`config.mk`:
```
export PLATFORM = sky130hd
export DESIGN_NAME = color_to_rgb565_converter_core
export DESIGN_NICKNAME = d
export VERILOG_FILES = /design/src/sv/c2r_pkg.sv /design/src/sv/c2r_front.sv /design/src/sv/c2r_numer.sv /design/src/sv/c2r_div.sv /design/src/sv/color_to_rgb565_converter_core.sv
export VERILOG_INCLUDE_DIRS = /design/src /design/src/sv
export SDC_FILE = /design/constraint.sdc
export NUM_CORES = 2
export LEC_CHECK = 0
export BUFFER_PORTS_ARGS = -buffer_cell sky130_fd_sc_hd__buf_2
export CAP_MARGIN = 10
export CORE_ASPECT_RATIO = 2
export CORE_MARGIN = 1
export CORE_UTILIZATION = 30
export DETAILED_ROUTE_END_ITERATION = 8
export HOLD_SLACK_MARGIN = 0.12
export PLACE_DENSITY = 0.51
export SYNTH_ARGS = -nofsm -noshare
export SYNTH_HDL_FRONTEND = slang
export SYNTH_HIERARCHICAL = 1
export SYNTH_SLANG_ARGS = --single-unit
```
`constraint.sdc`:
```
create_clock -name clk -period 10.3 [get_ports clk]
set_input_delay 2.06 -clock clk [delete_from_list [all_inputs] [get_ports clk]]
set_output_delay 2.06 -clock clk [all_outputs]
set_load 0.01 [all_outputs]
```
`src/sv/color_to_rgb565_converter_core_assert.svh`:
```
// Assertion macros shared by the color converter RTL.
`ifndef COLOR_TO_RGB565_CONVERTER_CORE_ASSERT_SVH
`define COLOR_TO_RGB565_CONVERTER_CORE_ASSERT_SVH
`ifndef ASSERT_OFF
`define C2R_ASSERT(label, prop, msg) \
	label: assert property (@(posedge clk) disable iff (!arst_n) prop) else $error(msg);
`define C2R_ASSERT_NEXT(label, pre, post, msg) \
	label: assert property (@(posedge clk) disable iff (!arst_n) (pre) |=> (post)) else $error(msg);
`else
`define C2R_ASSERT(label, prop, msg)
`define C2R_ASSERT_NEXT(label, pre, post, msg)
`endif
`endif

```
`src/sv/c2r_pkg.sv`:
```
// Shared types, constants and helpers of the color to RGB565 converter.
`default_nettype none
package c2r_pkg;

	localparam int HUE_FRAC_BITS = 6;
	localparam int HUE_UNIT      = 60 << HUE_FRAC_BITS;
	localparam int HUE_WRAP      = 360 << HUE_FRAC_BITS;
	localparam int SEC_MAX       = 65535 / HUE_UNIT;
	localparam int SECW          = $clog2(SEC_MAX + 1);
	localparam int FRACW         = $clog2(HUE_UNIT + 1);
	localparam int HSV_DEN       = 255 * HUE_UNIT;

	localparam logic [2:0] SEC_LAST = 3'd5;

	localparam logic [1:0] OP_HSV  = 2'd0;
	localparam logic [1:0] OP_HSL  = 2'd1;
	localparam logic [1:0] OP_MIX  = 2'd2;
	localparam logic [1:0] OP_RSVD = 2'd3;

	// Both denominators are 3825 times a power of two. The quotient is
	// floor(x * RECIP_CORE / 2^34), exact for any x below 2^21.
	localparam int DIVW               = 21;
	localparam logic [22:0] RECIP_CORE = 23'd4491470;
	localparam int RECIP_SHIFT        = 34;
	localparam int HSV_PRE_SHIFT      = 8;
	localparam int HSL_PRE_SHIFT      = 9;

	// floor(x / 255) is floor(x * 0x8081 / 2^23) for any 16-bit x.
	localparam logic [15:0] RECIP_255 = 16'h8081;

	typedef struct packed {
		logic [1:0]  op;
		logic [2:0]  sec;
		logic [7:0]  val;
		logic [15:0] mix;
	} c2r_ctl_t;

	function automatic logic [7:0] div255(input logic [15:0] x);
		logic [31:0] p;
		p = 32'(x) * 32'(RECIP_255);
		return p[30:23];
	endfunction

endpackage
`default_nettype wire

```
`src/sv/c2r_front.sv`:
```
// First two pipeline stages: hue sector, chroma and the per-mode products.
`default_nettype none
module c2r_front (
	input  logic                 clk,
	input  logic                 ld1,
	input  logic                 ld2,
	input  logic [1:0]           opcode,
	input  logic [15:0]          hue,
	input  logic [7:0]           saturation,
	input  logic [7:0]           brightness,
	input  logic [15:0]          base_color,
	input  logic [15:0]          extra_color,
	input  logic [7:0]           mix_ratio,
	output c2r_pkg::c2r_ctl_t    ctl_s2,
	output logic [19:0]          sf_s2,
	output logic [19:0]          sg_s2,
	output logic [15:0]          pan_s2,
	output logic [15:0]          cn_s2,
	output logic [27:0]          xr_s2,
	output logic [16:0]          lb_s2
);

	logic [c2r_pkg::SECW-1:0] sec_all;
	logic [7:0]  lum_dist;
	logic [5:0]  ca [3];
	logic [5:0]  ce [3];
	logic [7:0]  inv_ratio;

	logic [1:0]  op_s1;
	logic [15:0] hue_s1;
	logic        oob_s1;
	logic [c2r_pkg::SECW-1:0] sec_s1;
	logic [7:0]  sat_s1;
	logic [7:0]  bri_s1;
	logic [15:0] cn_s1;
	logic [13:0] ma_s1 [3];
	logic [13:0] me_s1 [3];

	always_comb begin
		sec_all = '0;
		for (int k = 1; k <= c2r_pkg::SEC_MAX; k++) begin
			if (hue >= 16'(k * c2r_pkg::HUE_UNIT)) begin
				sec_all = c2r_pkg::SECW'(k);
			end
		end
		if (brightness[7]) begin
			lum_dist = 8'({brightness, 1'b0} - 9'd255);
		end else begin
			lum_dist = 8'(9'd255 - {brightness, 1'b0});
		end
		ca[0] = {1'b0, base_color[15:11]};
		ca[1] = base_color[10:5];
		ca[2] = {1'b0, base_color[4:0]};
		ce[0] = {1'b0, extra_color[15:11]};
		ce[1] = extra_color[10:5];
		ce[2] = {1'b0, extra_color[4:0]};
		inv_ratio = 8'd255 - mix_ratio;
	end

	always_ff @(posedge clk) begin
		if (ld1) begin
			op_s1  <= opcode;
			hue_s1 <= hue;
			oob_s1 <= hue >= 16'(c2r_pkg::HUE_WRAP);
			sec_s1 <= sec_all;
			sat_s1 <= saturation;
			bri_s1 <= brightness;
			cn_s1  <= 16'(8'd255 - lum_dist) * 16'(saturation);
			for (int i = 0; i < 3; i++) begin
				ma_s1[i] <= 14'(ca[i]) * 14'(inv_ratio);
				me_s1[i] <= 14'(ce[i]) * 14'(mix_ratio);
			end
		end
	end

	logic [c2r_pkg::FRACW-1:0] frac;
	logic [c2r_pkg::FRACW-1:0] frac_hsv;
	logic [c2r_pkg::FRACW-1:0] ramp;
	logic [2:0]  sec_hsv;
	logic [2:0]  sec_hsl;
	logic [7:0]  mch [3];
	logic [15:0] sec_base;

	always_comb begin
		sec_base = 16'(sec_s1) * 16'(c2r_pkg::HUE_UNIT);
		frac     = c2r_pkg::FRACW'(hue_s1 - sec_base);
		frac_hsv = oob_s1 ? '0 : frac;
		sec_hsv  = oob_s1 ? 3'd0 : sec_s1[2:0];
		sec_hsl  = (sec_s1 >= c2r_pkg::SECW'(c2r_pkg::SEC_LAST)) ? c2r_pkg::SEC_LAST
		                                                          : sec_s1[2:0];
		ramp     = sec_s1[0] ? c2r_pkg::FRACW'(c2r_pkg::HUE_UNIT - 32'(frac)) : frac;
		for (int i = 0; i < 3; i++) begin
			mch[i] = c2r_pkg::div255(16'(ma_s1[i])) + c2r_pkg::div255(16'(me_s1[i]));
		end
	end

	always_ff @(posedge clk) begin
		if (ld2) begin
			ctl_s2.op  <= op_s1;
			ctl_s2.sec <= (op_s1 == c2r_pkg::OP_HSL) ? sec_hsl : sec_hsv;
			ctl_s2.val <= bri_s1;
			ctl_s2.mix <= {mch[0][4:0], mch[1][5:0], mch[2][4:0]};
			sf_s2  <= 20'(sat_s1) * 20'(frac_hsv);
			sg_s2  <= 20'(sat_s1) * 20'(c2r_pkg::FRACW'(c2r_pkg::HUE_UNIT - 32'(frac_hsv)));
			pan_s2 <= 16'(bri_s1) * 16'(8'd255 - sat_s1);
			cn_s2  <= cn_s1;
			xr_s2  <= 28'(cn_s1) * 28'(ramp);
			lb_s2  <= 17'(17'(bri_s1) * 17'd510 - 17'(cn_s1));
		end
	end

endmodule
`default_nettype wire

```
`src/sv/c2r_numer.sv`:
```
// Third pipeline stage: channel numerators routed onto the three shared dividers.
`default_nettype none
module c2r_numer (
	input  logic                        clk,
	input  logic                        ld3,
	input  c2r_pkg::c2r_ctl_t           ctl_s2,
	input  logic [19:0]                 sf_s2,
	input  logic [19:0]                 sg_s2,
	input  logic [15:0]                 pan_s2,
	input  logic [15:0]                 cn_s2,
	input  logic [27:0]                 xr_s2,
	input  logic [16:0]                 lb_s2,
	output c2r_pkg::c2r_ctl_t           ctl_s3,
	output logic [7:0]                  pa_s3,
	output logic [c2r_pkg::DIVW-1:0]    dx_s3 [3]
);

	logic [19:0] dd;
	logic [19:0] dc;
	logic [27:0] nd;
	logic [27:0] nc;
	logic [29:0] n_off;
	logic [29:0] n_ramp;
	logic [29:0] n_chroma;
	logic [c2r_pkg::DIVW-1:0] dx [3];

	always_comb begin
		dd       = 20'(c2r_pkg::HSV_DEN) - sf_s2;
		dc       = 20'(c2r_pkg::HSV_DEN) - sg_s2;
		nd       = 28'(ctl_s2.val) * 28'(dd);
		nc       = 28'(ctl_s2.val) * 28'(dc);
		n_off    = 30'(lb_s2) * 30'(c2r_pkg::HUE_UNIT);
		n_ramp   = n_off + 30'({xr_s2, 1'b0});
		n_chroma = n_off + 30'(cn_s2) * 30'(2 * c2r_pkg::HUE_UNIT);
		if (ctl_s2.op == c2r_pkg::OP_HSL) begin
			dx[0] = c2r_pkg::DIVW'(n_off >> c2r_pkg::HSL_PRE_SHIFT);
			dx[1] = c2r_pkg::DIVW'(n_ramp >> c2r_pkg::HSL_PRE_SHIFT);
			dx[2] = c2r_pkg::DIVW'(n_chroma >> c2r_pkg::HSL_PRE_SHIFT);
		end else begin
			dx[0] = c2r_pkg::DIVW'(nd >> c2r_pkg::HSV_PRE_SHIFT);
			dx[1] = c2r_pkg::DIVW'(nc >> c2r_pkg::HSV_PRE_SHIFT);
			dx[2] = '0;
		end
	end

	always_ff @(posedge clk) begin
		if (ld3) begin
			ctl_s3 <= ctl_s2;
			pa_s3  <= c2r_pkg::div255(pan_s2);
			for (int i = 0; i < 3; i++) begin
				dx_s3[i] <= dx[i];
			end
		end
	end

endmodule
`default_nettype wire

```
`src/sv/c2r_div.sv`:
```
// Fourth pipeline stage: reciprocal dividers with channel saturation.
`default_nettype none
module c2r_div (
	input  logic                        clk,
	input  logic                        ld4,
	input  c2r_pkg::c2r_ctl_t           ctl_s3,
	input  logic [7:0]                  pa_s3,
	input  logic [c2r_pkg::DIVW-1:0]    dx_s3 [3],
	output c2r_pkg::c2r_ctl_t           ctl_s4,
	output logic [7:0]                  pa_s4,
	output logic [7:0]                  ch_s4 [3]
);

	localparam int PW = c2r_pkg::DIVW + 23;
	localparam int QW = PW - c2r_pkg::RECIP_SHIFT;

	logic [PW-1:0] prod [3];
	logic [QW-1:0] quo  [3];
	logic [7:0]    sat  [3];

	always_comb begin
		for (int i = 0; i < 3; i++) begin
			prod[i] = PW'(dx_s3[i]) * PW'(c2r_pkg::RECIP_CORE);
			quo[i]  = prod[i][PW-1:c2r_pkg::RECIP_SHIFT];
			sat[i]  = (quo[i] > QW'(255)) ? 8'd255 : quo[i][7:0];
		end
	end

	always_ff @(posedge clk) begin
		if (ld4) begin
			ctl_s4 <= ctl_s3;
			pa_s4  <= pa_s3;
			for (int i = 0; i < 3; i++) begin
				ch_s4[i] <= sat[i];
			end
		end
	end

endmodule
`default_nettype wire

```
`src/sv/color_to_rgb565_converter_core.sv`:
```
// Top level of the HSV, HSL and blend to RGB565 pixel converter.
//
// Requests enter on the s_axis channel: tuser carries the opcode (HSV, HSL
// or blend) and tdata carries hue, saturation, brightness, the two RGB565
// colors and the mix ratio. Each request yields exactly one RGB565 word on
// the m_axis channel, in request order.
// The datapath is a five-stage pipeline: sector and chroma, products,
// numerators, reciprocal division, channel routing and packing. A result
// passes through the stage registers in order to m_axis, and one request
// can be accepted every cycle while the receiver does not stall. The
// dividers and the multipliers in front of them set the stage depth.
// Each stage has its own valid bit and is loaded whenever it is empty or
// the stage after it moves, so a stalled receiver only holds back the
// requests queued behind it; empty stages still fill. Nothing is dropped
// or repeated under backpressure.
// Reset clears every valid bit; the pipeline is empty and ready right after.
`default_nettype none
`include "color_to_rgb565_converter_core_assert.svh"
module color_to_rgb565_converter_core (
	input  logic        clk,
	input  logic        arst_n,
	input  logic        s_axis_tvalid,
	output logic        s_axis_tready,
	// hue[15:0], saturation[23:16], brightness[31:24], base_color[47:32],
	// extra_color[63:48], mix_ratio[71:64]
	input  logic [71:0] s_axis_tdata,
	// opcode[1:0]
	input  logic [1:0]  s_axis_tuser,
	output logic        m_axis_tvalid,
	input  logic        m_axis_tready,
	// rgb565[15:0]
	output logic [15:0] m_axis_tdata
);

	logic vld_s1, vld_s2, vld_s3, vld_s4, vld_s5;
	logic rdy1, rdy2, rdy3, rdy4, rdy5;

	c2r_pkg::c2r_ctl_t ctl_s2, ctl_s3, ctl_s4;
	logic [19:0] sf_s2, sg_s2;
	logic [15:0] pan_s2, cn_s2;
	logic [27:0] xr_s2;
	logic [16:0] lb_s2;
	logic [7:0]  pa_s3, pa_s4;
	logic [c2r_pkg::DIVW-1:0] dx_s3 [3];
	logic [7:0]  ch_s4 [3];
	logic [15:0] rgb_s5;
	logic [15:0] rgb_next;
	logic [7:0]  red, grn, blu;
	logic        rsvd_move;

	assign rdy5 = !vld_s5 || m_axis_tready;
	assign rdy4 = !vld_s4 || rdy5;
	assign rdy3 = !vld_s3 || rdy4;
	assign rdy2 = !vld_s2 || rdy3;
	assign rdy1 = !vld_s1 || rdy2;

	assign s_axis_tready = rdy1;
	assign m_axis_tvalid = vld_s5;
	assign m_axis_tdata  = rgb_s5;

	assign rsvd_move = rdy5 && vld_s4 && (ctl_s4.op == c2r_pkg::OP_RSVD);

	always_ff @(posedge clk or negedge arst_n) begin
		if (!arst_n) begin
			vld_s1 <= 1'b0;
			vld_s2 <= 1'b0;
			vld_s3 <= 1'b0;
			vld_s4 <= 1'b0;
			vld_s5 <= 1'b0;
		end else begin
			if (rdy1) vld_s1 <= s_axis_tvalid;
			if (rdy2) vld_s2 <= vld_s1;
			if (rdy3) vld_s3 <= vld_s2;
			if (rdy4) vld_s4 <= vld_s3;
			if (rdy5) vld_s5 <= vld_s4;
		end
	end

	c2r_front u_front (
		.clk         (clk),
		.ld1         (rdy1),
		.ld2         (rdy2),
		.opcode      (s_axis_tuser),
		.hue         (s_axis_tdata[15:0]),
		.saturation  (s_axis_tdata[23:16]),
		.brightness  (s_axis_tdata[31:24]),
		.base_color  (s_axis_tdata[47:32]),
		.extra_color (s_axis_tdata[63:48]),
		.mix_ratio   (s_axis_tdata[71:64]),
		.ctl_s2      (ctl_s2),
		.sf_s2       (sf_s2),
		.sg_s2       (sg_s2),
		.pan_s2      (pan_s2),
		.cn_s2       (cn_s2),
		.xr_s2       (xr_s2),
		.lb_s2       (lb_s2)
	);

	c2r_numer u_numer (
		.clk    (clk),
		.ld3    (rdy3),
		.ctl_s2 (ctl_s2),
		.sf_s2  (sf_s2),
		.sg_s2  (sg_s2),
		.pan_s2 (pan_s2),
		.cn_s2  (cn_s2),
		.xr_s2  (xr_s2),
		.lb_s2  (lb_s2),
		.ctl_s3 (ctl_s3),
		.pa_s3  (pa_s3),
		.dx_s3  (dx_s3)
	);

	c2r_div u_div (
		.clk    (clk),
		.ld4    (rdy4),
		.ctl_s3 (ctl_s3),
		.pa_s3  (pa_s3),
		.dx_s3  (dx_s3),
		.ctl_s4 (ctl_s4),
		.pa_s4  (pa_s4),
		.ch_s4  (ch_s4)
	);

	// For HSV the dividers hold the falling and rising ramps; for HSL they
	// hold the offset-only, ramp and chroma channel values.
	always_comb begin
		red = '0;
		grn = '0;
		blu = '0;
		if (ctl_s4.op == c2r_pkg::OP_HSL) begin
			unique case (ctl_s4.sec)
				3'd0: begin red = ch_s4[2]; grn = ch_s4[1]; blu = ch_s4[0]; end
				3'd1: begin red = ch_s4[1]; grn = ch_s4[2]; blu = ch_s4[0]; end
				3'd2: begin red = ch_s4[0]; grn = ch_s4[2]; blu = ch_s4[1]; end
				3'd3: begin red = ch_s4[0]; grn = ch_s4[1]; blu = ch_s4[2]; end
				3'd4: begin red = ch_s4[1]; grn = ch_s4[0]; blu = ch_s4[2]; end
				default: begin red = ch_s4[2]; grn = ch_s4[0]; blu = ch_s4[1]; end
			endcase
		end else begin
			unique case (ctl_s4.sec)
				3'd0: begin red = ctl_s4.val; grn = ch_s4[1]; blu = pa_s4; end
				3'd1: begin red = ch_s4[0]; grn = ctl_s4.val; blu = pa_s4; end
				3'd2: begin red = pa_s4; grn = ctl_s4.val; blu = ch_s4[1]; end
				3'd3: begin red = pa_s4; grn = ch_s4[0]; blu = ctl_s4.val; end
				3'd4: begin red = ch_s4[1]; grn = pa_s4; blu = ctl_s4.val; end
				default: begin red = ctl_s4.val; grn = pa_s4; blu = ch_s4[0]; end
			endcase
		end
		unique case (ctl_s4.op) inside
			c2r_pkg::OP_HSV, c2r_pkg::OP_HSL: rgb_next = {red[7:3], grn[7:2], blu[7:3]};
			c2r_pkg::OP_MIX: rgb_next = ctl_s4.mix;
			default: rgb_next = '0;
		endcase
	end

	always_ff @(posedge clk) begin
		if (rdy5) begin
			rgb_s5 <= rgb_next;
		end
	end

	`C2R_ASSERT(a_bubble_ready, !vld_s1 |-> s_axis_tready, "empty first stage refused a request")
	`C2R_ASSERT_NEXT(a_stall_keeps, vld_s4 && !rdy5, vld_s4, "request lost in a stalled stage")
	`C2R_ASSERT_NEXT(a_unused_zero, rsvd_move, m_axis_tdata == 16'h0000, "unused opcode not zero")

endmodule
`default_nettype wire
```
==> key figures <==
CTS
  • Root buffer cell: clkbuf_16
  • # H-tree levels: 2
  • Clock Pin Slew Worst Setup and Hold Paths: 70 ps
  • # Post-CTS Setup Buffers: 0
  • Clock buffer count from CTS: 46
  • CTS tree: yes
  • Clk_lat worst skew: 680 ps
  • Largest buffer count on any clock path: 3
  • CTS Hold Bufs: 0
  • Clk sinks: 434
  • CTS resizes: 0

Worst setup path
  • Kind of start point of the critical path: flop
  • Critical path class: reg2reg
  • Slowest CP cell: edfxtp_1
  • R2R setup slack: 2320 ps
  • WP buf/inv: 4
  • Most frequent cell on the critical path: fa_1
  • Worst r2r src: u_front/sec_s1[0]
  • CP top delay family: adder cells
  • FF-to-FF path depth: 25
  • Required @ worst endpoint: 10700 ps
  • Crit-path max FO: 17
  • Crit path capture type: flop
  • Worst EP arrival: 8380 ps
  • Worst path depth: 25
  • Slowest cell delay on critical path: 710 ps
  • Worst R2R End: u_front/xr_s2[24]

STA
  • Headroom to the max-slew limit: 13.65%
  • Fin crit share: 77.47%
  • Worst-margin pin slew: 1282 ps
  • Setup TNS: 0 ps
  • Skew final: 59.41 ps
  • Endpoints failing setup: 0
  • Final hold violation count: 0
  • Fin crit period: 7979 ps
  • Slew Limit Fails: 0
  • Max Freq: 125.3 MHz
  • Unrepaired setup endpoints after global routing: no

Layout
  • Final #Nets: 10958
  • Syn-to-layout area delta: 7.939%
  • Share of cells above drive strength 1: 4.221%

Global routing
  • Initial antenna violation count: 20
  • Largest net degree at the start of global routing: 83
  • First-pass GRT wire length: 353000 um
  • Vias in the first global route: 63855
  • GRT overflow: 0
  • GRT Resource Usage Total: 16.79%

Placement
  • PortBufs: 95
  • GP Congestion: 0.8942
  • DP Wirelength: 196000 um

Hold path
  • Worst hold path stage count: 0
  • Hold EP: u_div/ctl_s4[11]
  • Startpoint of the worst hold path: u_numer/ctl_s3[11]
  • Worst min-delay path class: reg2reg

Outcome
  • Outcome: complete, no violations

Synth
  • Mapped cell area: 81320 sq um
  • Synth Instances: 8251
  • Synthesis Warnings: 6
  • Syn Area/Cell: 9.856 sq um

Flow run
  • Number of max-cap violations: 0

Detailed routing
  • Initial DRC Count: 1721
  • Via count: 57161
  • Antenna-violating nets left: 0
  • Final wirelength: 227400 um
  • DRC viols: 0
  • DRT Pass-1 Iters: 7
  • DR WL/cell: 19.13 um
  • DR vias/cell: 4.811

Floorplan
  • Die Y: 738.3 um
  • Site Rows: 270
  • Core area: 269900 sq um
  • Initial Util: 30.13%
  • Die Wd: 370.1 um
  • Die area: 273300 sq um
  • Ports: 96
worst max-delay path by stage:
stage	start	end	slack, ps
2_1_floorplan	m_axis_tready	s_axis_tready	1740
3_3_place_gp	u_front/sec_s1[0]	u_front/xr_s2[24]	2240
3_5_place_dp	u_front/sec_s1[0]	u_front/xr_s2[26]	2250
4_1_cts	u_front/sec_s1[0]	u_front/xr_s2[26]	2260
5_1_grt	u_front/sec_s1[0]	u_front/xr_s2[24]	1840
6_report	u_front/sec_s1[0]	u_front/xr_s2[24]	2320
flip-flops by register name (all words and copies together) (netlist names), 5 cells and up:
| register | flops |
|---|---|
| u_numer/dx_s3 | 62 |
| u_front/ctl_s2 | 29 |
| u_front/sat_s1 | 8 |
| u_front/cn_s2 | 15 |
| u_front/xr_s2 | 21 |
| u_front/sf_s2 | 20 |
| u_front/sg_s2 | 19 |
| u_front/bri_s1 | 8 |
| u_div/ctl_s4 | 27 |
| u_front/ma_s1 | 40 |
| u_div/pa_s4 | 6 |
| u_front/hue_s1 | 12 |
| m_axis_tdata | 16 |
| u_front/sec_s1 | 5 |
| u_front/pan_s2 | 16 |
| u_front/lb_s2 | 16 |
| u_numer/pa_s3 | 6 |
| u_front/cn_s1 | 15 |
| u_div/ch_s4 | 18 |
| u_numer/ctl_s3 | 27 |
| u_front/me_s1 | 40 |
layout make-up:
| type | instances | area (sq um) |
|---|---|---|
| repair buffers | 171 | 1046 |
| well taps | 3536 | 4424 |
| inverters | 1594 | 5983 |
| flip-flops and latches | 434 | 13010 |
| clock buffers | 50 | 1166 |
| multi-input cells | 6055 | 61640 |
| diodes | 7 | 17.52 |
| clock inverters | 35 | 490.5 |
| fillers | 27778 | 182100 |
cell usage in the layout (no fill, tap or decap), types with 34 or more instances in the layout:
| cell type | count |
|---|---|
| a211oi_1 | 45 |
| a21o_1 | 124 |
| a21oi_1 | 284 |
| a31oi_1 | 34 |
| and2_1 | 437 |
| and3_1 | 42 |
| buf_2 | 95 |
| buf_4 | 76 |
| clkbuf_16 | 46 |
| edfxtp_1 | 429 |
| fa_1 | 1079 |
| ha_1 | 1499 |
| inv_1 | 1592 |
| mux2i_1 | 34 |
| nand2_1 | 516 |
| nand2b_1 | 161 |
| nand3_1 | 86 |
| nand4_1 | 45 |
| nor2_1 | 325 |
| nor2b_1 | 199 |
| nor3_1 | 97 |
| o211ai_1 | 34 |
| o21a_1 | 43 |
| o21ai_0 | 159 |
| o21bai_1 | 52 |
| xnor2_1 | 231 |
| xor2_1 | 110 |
metal layers:
layer / vias up / GRT usage (%) / part of all wire, %
met5: - / 0 / 0.037
met4: 12 / 11.25 / 7.7
met3: 459 / 1.117 / 1.9
met2: 853 / 34.97 / 57
met1: 28694 / 14.90 / 33
li1: 27143 / - / -
metrics by stage:
| stage | cell area [sq um] | hold slack, ps | cells | setup slack, ps | utilization, % |
|---|---|---|---|---|---|
| global placement | 86090 | 401.2 | 11789 | 2239 | 31.90 |
| finish | 87780 | 415.4 | 11882 | 2321 | 32.52 |
| detailed placement | 86100 | 404.5 | 11790 | 2250 | 31.90 |
| global route | 87780 | 418.2 | 11882 | 1838 | 32.52 |
| CTS | 87760 | 415.8 | 11875 | 2263 | 32.51 |
| floorplan | 81320 | 400.3 | 8252 | 1736 | - |
Power is not shown: default switching activity piles up to over one toggle a cycle in this logic, so the estimate is an artifact.
